<file path="config.mk">
export PLATFORM = sky130hd
export DESIGN_NAME = qau_front
export DESIGN_NICKNAME = d
export VERILOG_FILES = /design/src/qau_pkg.sv /design/src/qau_front.sv
export SDC_FILE = /design/constraint.sdc
export NUM_CORES = 1
export LEC_CHECK = 0
export BUFFER_PORTS_ARGS = -buffer_cell sky130_fd_sc_hd__buf_2
export CAP_MARGIN = 40
export CORE_AREA = 2 2 230 232
export CTS_BUF_LIST = sky130_fd_sc_hd__clkbuf_2 sky130_fd_sc_hd__clkbuf_4 sky130_fd_sc_hd__clkbuf_8
export CTS_CLUSTER_SIZE = 25
export DETAILED_ROUTE_END_ITERATION = 7
export DIE_AREA = 0 0 232 234
export GPL_ROUTABILITY_DRIVEN = 0
export PLACE_DENSITY = 0.74
export SETUP_SLACK_MARGIN = 0.3
export SYNTH_ARGS = -nofsm -noshare
export SYNTH_HDL_FRONTEND = slang
export SYNTH_SLANG_ARGS = --single-unit
</file>
<file path="constraint.sdc">
create_clock -name clk -period 15.2 [get_ports clk]
set_clock_uncertainty 0.1 [all_clocks]
set_input_delay 2.28 -clock clk [delete_from_list [all_inputs] [get_ports clk]]
set_output_delay 2.28 -clock clk [all_outputs]
set_load 0.02 [all_outputs]
</file>
<file path="src/qau_pkg.sv">
// ---------------------------------------------------------------------------
// qau_pkg: shared types for the quaternion arithmetic unit
// Operation codes, operand classification and front-to-back control.
// ---------------------------------------------------------------------------
package qau_pkg;

  localparam int DATA_WIDTH_DEF = 32;
  localparam int FRAC_BITS_DEF  = 24;

  typedef enum logic [2:0] {
    OP_ADD   = 3'd0,
    OP_SUB   = 3'd1,
    OP_MUL   = 3'd2,
    OP_CONJ  = 3'd3,
    OP_SCALE = 3'd4,
    OP_DOT   = 3'd5,
    OP_ROT   = 3'd6,
    OP_MAT   = 3'd7
  } op_t;

  // second multiplier operand
  typedef enum logic [1:0] {
    QSEL_B = 2'd0,
    QSEL_A = 2'd1,
    QSEL_F = 2'd2
  } qsel_t;

  typedef struct packed {
    op_t   op;
    qsel_t qsel;
  } cls_t;

  typedef struct packed {
    logic valid;
    cls_t cls;
  } q_ctl_t;

endpackage

</file>
<file path="src/qau_front.sv">
// ---------------------------------------------------------------------------
// qau_front: item intake and two-entry queue
// Classifies each item by opcode and buffers it for the compute pipeline.
// ---------------------------------------------------------------------------
module qau_front #(
  parameter int DATA_WIDTH = qau_pkg::DATA_WIDTH_DEF
) (
  input  logic                      clk,
  input  logic                      rst,
  input  logic                      in_valid,
  output logic                      in_stall,
  input  logic [2:0]                opcode,
  input  logic [9*DATA_WIDTH-1:0]   in_data,
  output qau_pkg::q_ctl_t           q_ctl,
  output logic [9*DATA_WIDTH-1:0]   q_data,
  input  logic                      q_pop
);
  import qau_pkg::*;

  cls_t                    mem_cls  [2];
  logic [9*DATA_WIDTH-1:0] mem_data [2];
  logic                    wptr;
  logic                    rptr;
  logic [1:0]              cnt;
  logic                    push;
  cls_t                    cls_in;

  // opcode classification
  always_comb begin
    cls_in.op = op_t'(opcode);
    case (op_t'(opcode))
      OP_MAT:   cls_in.qsel = QSEL_A;
      OP_SCALE: cls_in.qsel = QSEL_F;
      default:  cls_in.qsel = QSEL_B;
    endcase
  end

  assign in_stall = (cnt == 2'd2);
  assign push     = in_valid && !in_stall;

  // queue storage
  always_ff @(posedge clk) begin
    if (push) begin
      mem_cls[wptr]  <= cls_in;
      mem_data[wptr] <= in_data;
    end
  end

  // queue pointers
  always_ff @(posedge clk) begin
    if (rst) begin
      wptr <= 1'b0;
      rptr <= 1'b0;
      cnt  <= 2'd0;
    end else begin
      if (push) wptr <= ~wptr;
      if (q_pop) rptr <= ~rptr;
      cnt <= cnt + 2'(push) - 2'(q_pop);
    end
  end

  assign q_ctl.valid = (cnt != 2'd0);
  assign q_ctl.cls   = mem_cls[rptr];
  assign q_data      = mem_data[rptr];

endmodule

</file>
=== Word level (Yosys, flattened, before mapping) ===
Memories as Yosys holds them, arrays and structs flattened. A register that Yosys moved wholly into a read port is not among the register bits.
Index checks and enable logic that the tools add are counted.

* Register bits: 4
* Memory bits (writable): 586
* Bits of input ports: 295
* Output and inout bits: 295
* Word-level logic and storage cells: 22
* Memories kept: 2

* Add/subtract/negate cells: 2
* Equal/unequal tests: 3
* Mux-type cells: 7
* Bitwise logic cells: 2
* Reduce and logical (&&, ||, !) cells: 3

{| class="wikitable"
|+ Memories
! memory !! depth !! width !! read ports !! clocked after memory_dff !! wr ports !! RTL line !! text
|-
| mem_data || 2 || 288 || 1 || 1 || 1 || qau_front.sv:21 || <nowiki>logic [9*DATA_WIDTH-1:0] mem_data [2];</nowiki>
|-
| mem_cls || 2 || 5 || 1 || 1 || 1 || qau_front.sv:20 || <nowiki>cls_t mem_cls [2];</nowiki>
|}

{| class="wikitable"
|+ Operators with widths
! cell !! number
|-
| $eq A3 B3 Y1 const B || 2
|-
| $mux W1 || 6
|-
| $pmux W2 S2 || 1
|-
| $add A2 B1 Y2 || 1
|-
| $eq A2 B2 Y1 const B || 1
|-
| $not A1 Y1 || 2
|-
| $reduce_bool A2 Y1 || 1
|-
| $sub A2 B1 Y2 || 1
|-
| $logic_and A1 B1 Y1 || 1
|-
| $logic_not A1 Y1 || 1
|}

=== Logic depth before layout (Yosys ltp) ===
* Word-level depth: 5
* Depth in mapped cells: 8
* Depth with buffers taken out: 8

=== Worst setup path before layout ===
No wires, ideal clock.

* Path kind: input -> register
* Start: input port in_valid
* End: memory mem_cls[1][0] (netlist name), enable pin
* Library setup time: 0.694 ns
* Arrival: 8.995 ns
* Data required time: 14.406 ns
* Path slack: 5.412 ns
* Cell stages on the path: 1
* Path buffers: 0
* Path through: and3_1

* Word-level cells in the longest chain between the ends: 3

{| class="wikitable"
|+ RTL lines
! element !! RTL line !! text
|-
| from (decl) || qau_front.sv:10 || <nowiki>input logic in_valid,</nowiki>
|-
| $logic_and A1 B1 Y1 || qau_front.sv:39 || <nowiki>assign push = in_valid && !in_stall;</nowiki>
|-
| $mux W1 || qau_front.sv:43 || <nowiki>if (push) begin</nowiki>
|-
| $mux W1 (not written as such) || qau_front.sv:44 || <nowiki>mem_cls[wptr] <= cls_in;</nowiki>
|-
| to (decl) || qau_front.sv:20 ||
|}

No other way between the ends.

==> impl_summary.log <==
INFO  metric switching_share = between 20% and 30%
INFO  metric num-nets-final = approximately 1,900
INFO  metric setup_viol_count_final = 0
INFO  metric hold_violations = 0
INFO  metric unrepaired_setup_endpoints_after_global_routing = no
INFO  metric vdd.ir_drop.worst = 0.0000995 V
INFO  metric netlist_area = 22,600 µm²
INFO  metric layout_min_cycle_time = 5.18 ns
INFO  metric layout_worst_path_cycle_share = about a third
INFO  metric post_drt_wl_per_cell = between 15 and 20 µm
INFO  metric ys_seq_area_share = 78.5%
INFO  metric fin_tns_setup = 0 ns
INFO  metric place_area = 26,200 µm²
INFO  metric syn2layout_area_growth = 24.3%
INFO  metric buffer_ports.inserted = 589
INFO  metric cts_resized = 0
INFO  metric yosysTopAreaCell = edfxtp_1
INFO  metric design.portCount = 590
INFO  metric fp.dieW = approximately 230 µm
INFO  metric clkSinkCount = 591
INFO  metric synth_warnings = 0
INFO  metric grt.total_usage = between 10% and 20%
INFO  metric detailroute.via_count = roughly 11,000
INFO  metric synth.avg_cell_area = approximately 24 µm²
INFO  metric hold_slack = roughly 0.40 ns
INFO  metric final_antenna_net_count = 0
INFO  metric ys_seq_elements = between 500 and 600
INFO  metric result_of_the_run = finished clean
INFO  metric net-switching-power = slightly above 0.001 W
INFO  metric timing_max_transition_violations_final = 0
INFO  metric rr_startpoint = cnt[0]
INFO  metric power.total = around 0.0040 W
INFO  metric synth_fp_nets = roughly 1,200
INFO  metric crit_path_max_fanout = 30
INFO  metric tightest_pin_transition = between 1 and 1.5 ns
INFO  metric pwr_density_cell = about 140 nW/µm²
INFO  metric seq_power_share = about half
INFO  metric hold_class = flip-flop to flip-flop
INFO  metric timing.slew.headroom = roughly 11%
INFO  metric min-delay-start = wptr
INFO  metric dp.final_hpwl = between 30,000 and 40,000 µm
INFO  metric grt_max_degree = 171
INFO  metric firstDrtPassIters = 4
INFO  metric total_core_area = approximately 52,000 µm²
INFO  metric synth_cells = 940
INFO  metric pwr-share-comb = around 17%
INFO  metric required = between 10 and 15 ns
INFO  metric post_synth_main_area_contributors = edfxtp_1 (78%), mux2_4 (18%), mux2_2 (1.1%)
INFO  metric clock_insertion_delay_worst_skew = roughly 0.66 ns
INFO  metric drt-vias-per-instance = 4.70
INFO  metric final_cell_area = 28,000 µm²
INFO  metric drt_iter0_drc = between 600 and 700
INFO  metric synth_cell_type_count = 24
INFO  metric drv.max_cap_violation_count = 0
INFO  metric timing.critical_path.to_type = output port
INFO  metric timing.critical_path.from_type = flip-flop
INFO  metric max_freq = approximately 190 MHz
INFO  metric number_of_global_route_vias_before_repair = ~12,000
INFO  metric clock_tree_from_tritoncts = done
INFO  metric die_outline_area = 54,300 µm²
INFO  metric post-route-drc-count = 0
INFO  metric cts.path.max_buffers = 3
INFO  metric cp_arrival = 2.80 ns
INFO  metric gr-total-overflow = 0
INFO  metric post-cts-setup-buffer-count = 0
INFO  metric finalWirelength = approximately 47,000 µm
INFO  metric floorplan.initialDensity = roughly 43%
INFO  metric cts-hold-fix-buffers = 0
INFO  metric ctsRootBufferMaster = clkbuf_8
INFO  metric cts_inserted_buffers = a little over 90
INFO  metric path_class = flip-flop to output port
INFO  metric post_route_cells_drive_above_1_share = between 60 and 70%
INFO  metric power_report.internal_total = about 0.0030 W
INFO  metric cts_max_level = 3
INFO  metric clock_pin_slew_on_the_worst_setup_and_hold_paths = ~0.06 ns
INFO  metric global_route_wire_length_before_repair = between 60,000 and 70,000 µm
INFO  metric num_rows = 84
INFO  metric die_height = around 230 µm
INFO  metric clock_power_share = around a third
INFO  metric initial_antenna_violation_count = 12
INFO  metric p_leak = between 10 and 15 nW
INFO  metric synth_top_area_share = ~80%
power by group through the flow:
stage               sequential [W]  clock, W  combinational, W
global route               0.00202   0.00140          0.000727
floorplan                  0.00208         0          0.000467
detailed placement         0.00205         0          0.000692
global placement           0.00204         0          0.000676
finish                     0.00201   0.00129          0.000685
CTS                        0.00201   0.00133          0.000695
stage by stage:
| stage | worst slack [ns] | util [%] | cells |
|---|---|---|---|
| finish | 10.02 | 53.9 | 2372 |
| global placement | 9.52 | 50.1 | 2193 |
| detailed placement | 10.13 | 50.4 | 2199 |
| global route | 9.84 | 53.9 | 2370 |
| CTS | 9.88 | 53.9 | 2366 |
| floorplan | 5.41 | - | 940 |
cells in the mapped netlist:
cell        n
and2_1      1
nand2b_1    1
or2_2       1
and3_1      2
nor2_1      3
buf_12      1
nor3_1      1
or3_1       1
buf_6      19
dfxtp_1     5
xnor2_1     1
xor2_1      1
ha_1        2
mux2_2     23
edfxtp_1  586
inv_1       4
nor3b_1     1
a21oi_1     1
o21ai_0     1
buf_2       2
buf_8      11
mux2_4    270
nor2b_1     1
nand2_1     1
cell type report:
type                    instances  area [µm²]
well taps                     688         861
fillers                      4073       24000
diodes                          6        15.0
repair buffers                604        3200
clock buffers                 113        1430
inverters                       4        22.5
clock inverters                54         368
multi-input cells             312        4440
flip-flops and latches        591       17700
worst max-delay path, stage by stage (launching register included):
cell,delay [ns]
dfxtp_4,0.54
buf_4,0.30
buf_4,0.47
buf_12,0.30
mux2_4,0.33
buf_2,0.18
cells by family after synthesis:
| kind of cell | synth area share, % |
|---|---|
| buffers and inverters | 1.88 |
| AO/OA/AOI/OAI | 0.0443 |
| AND/OR/NAND/NOR | 0.316 |
| XOR/XNOR | 0.0777 |
| flip-flops | 78.5 |
| multiplexers | 19.1 |
| adder cells (fa/ha/maj) | 0.111 |
cell usage in the layout (no fill, tap or decap):
cell type,count
nand2b_1,1
bufinv_16,4
buf_2,589
clkinv_2,7
dfxtp_4,1
or2_2,1
inv_1,3
ha_1,2
and2_1,1
nor2_1,3
a21oi_1,1
clkbuf_8,93
dfxtp_1,4
and3_1,1
o21ai_0,1
nor3b_1,1
clkinvlp_4,7
buf_12,3
clkbuf_4,20
mux2_2,23
inv_8,3
nand2_1,1
clkinv_1,32
buf_4,7
edfxtp_1,586
inv_6,2
mux2_4,270
nor3_1,1
xnor2_1,1
and3_4,1
nor2b_1,1
or3_1,1
diode_2,6
buf_16,5
xor2_1,1
registers in the layout, summed over array words and instances, names as in the netlist, named ones only:
signal and cells:
mem_data 576, wptr 1, rptr 1, cnt 2, mem_cls 10
final timing paths:
path / endpoint / slack, ns / cells past startpoint
max: q_data[100] / 10.02 / 5
min: wptr / 0.40 / 2
max reg2reg: mem_data[0][69] / 12.05 / 6
min reg2reg: wptr / 0.40 / 2
layer usage:
| layer | share of wire [%] | GRT usage (%) |
|---|---|---|
| met5 | 0.14 | 0 |
| met4 | 2.3 | 7.03 |
| met3 | 9.3 | 6.75 |
| met2 | 53 | 29.1 |
| met1 | 36 | 17.9 |
Power figures use the tool's default switching activity.
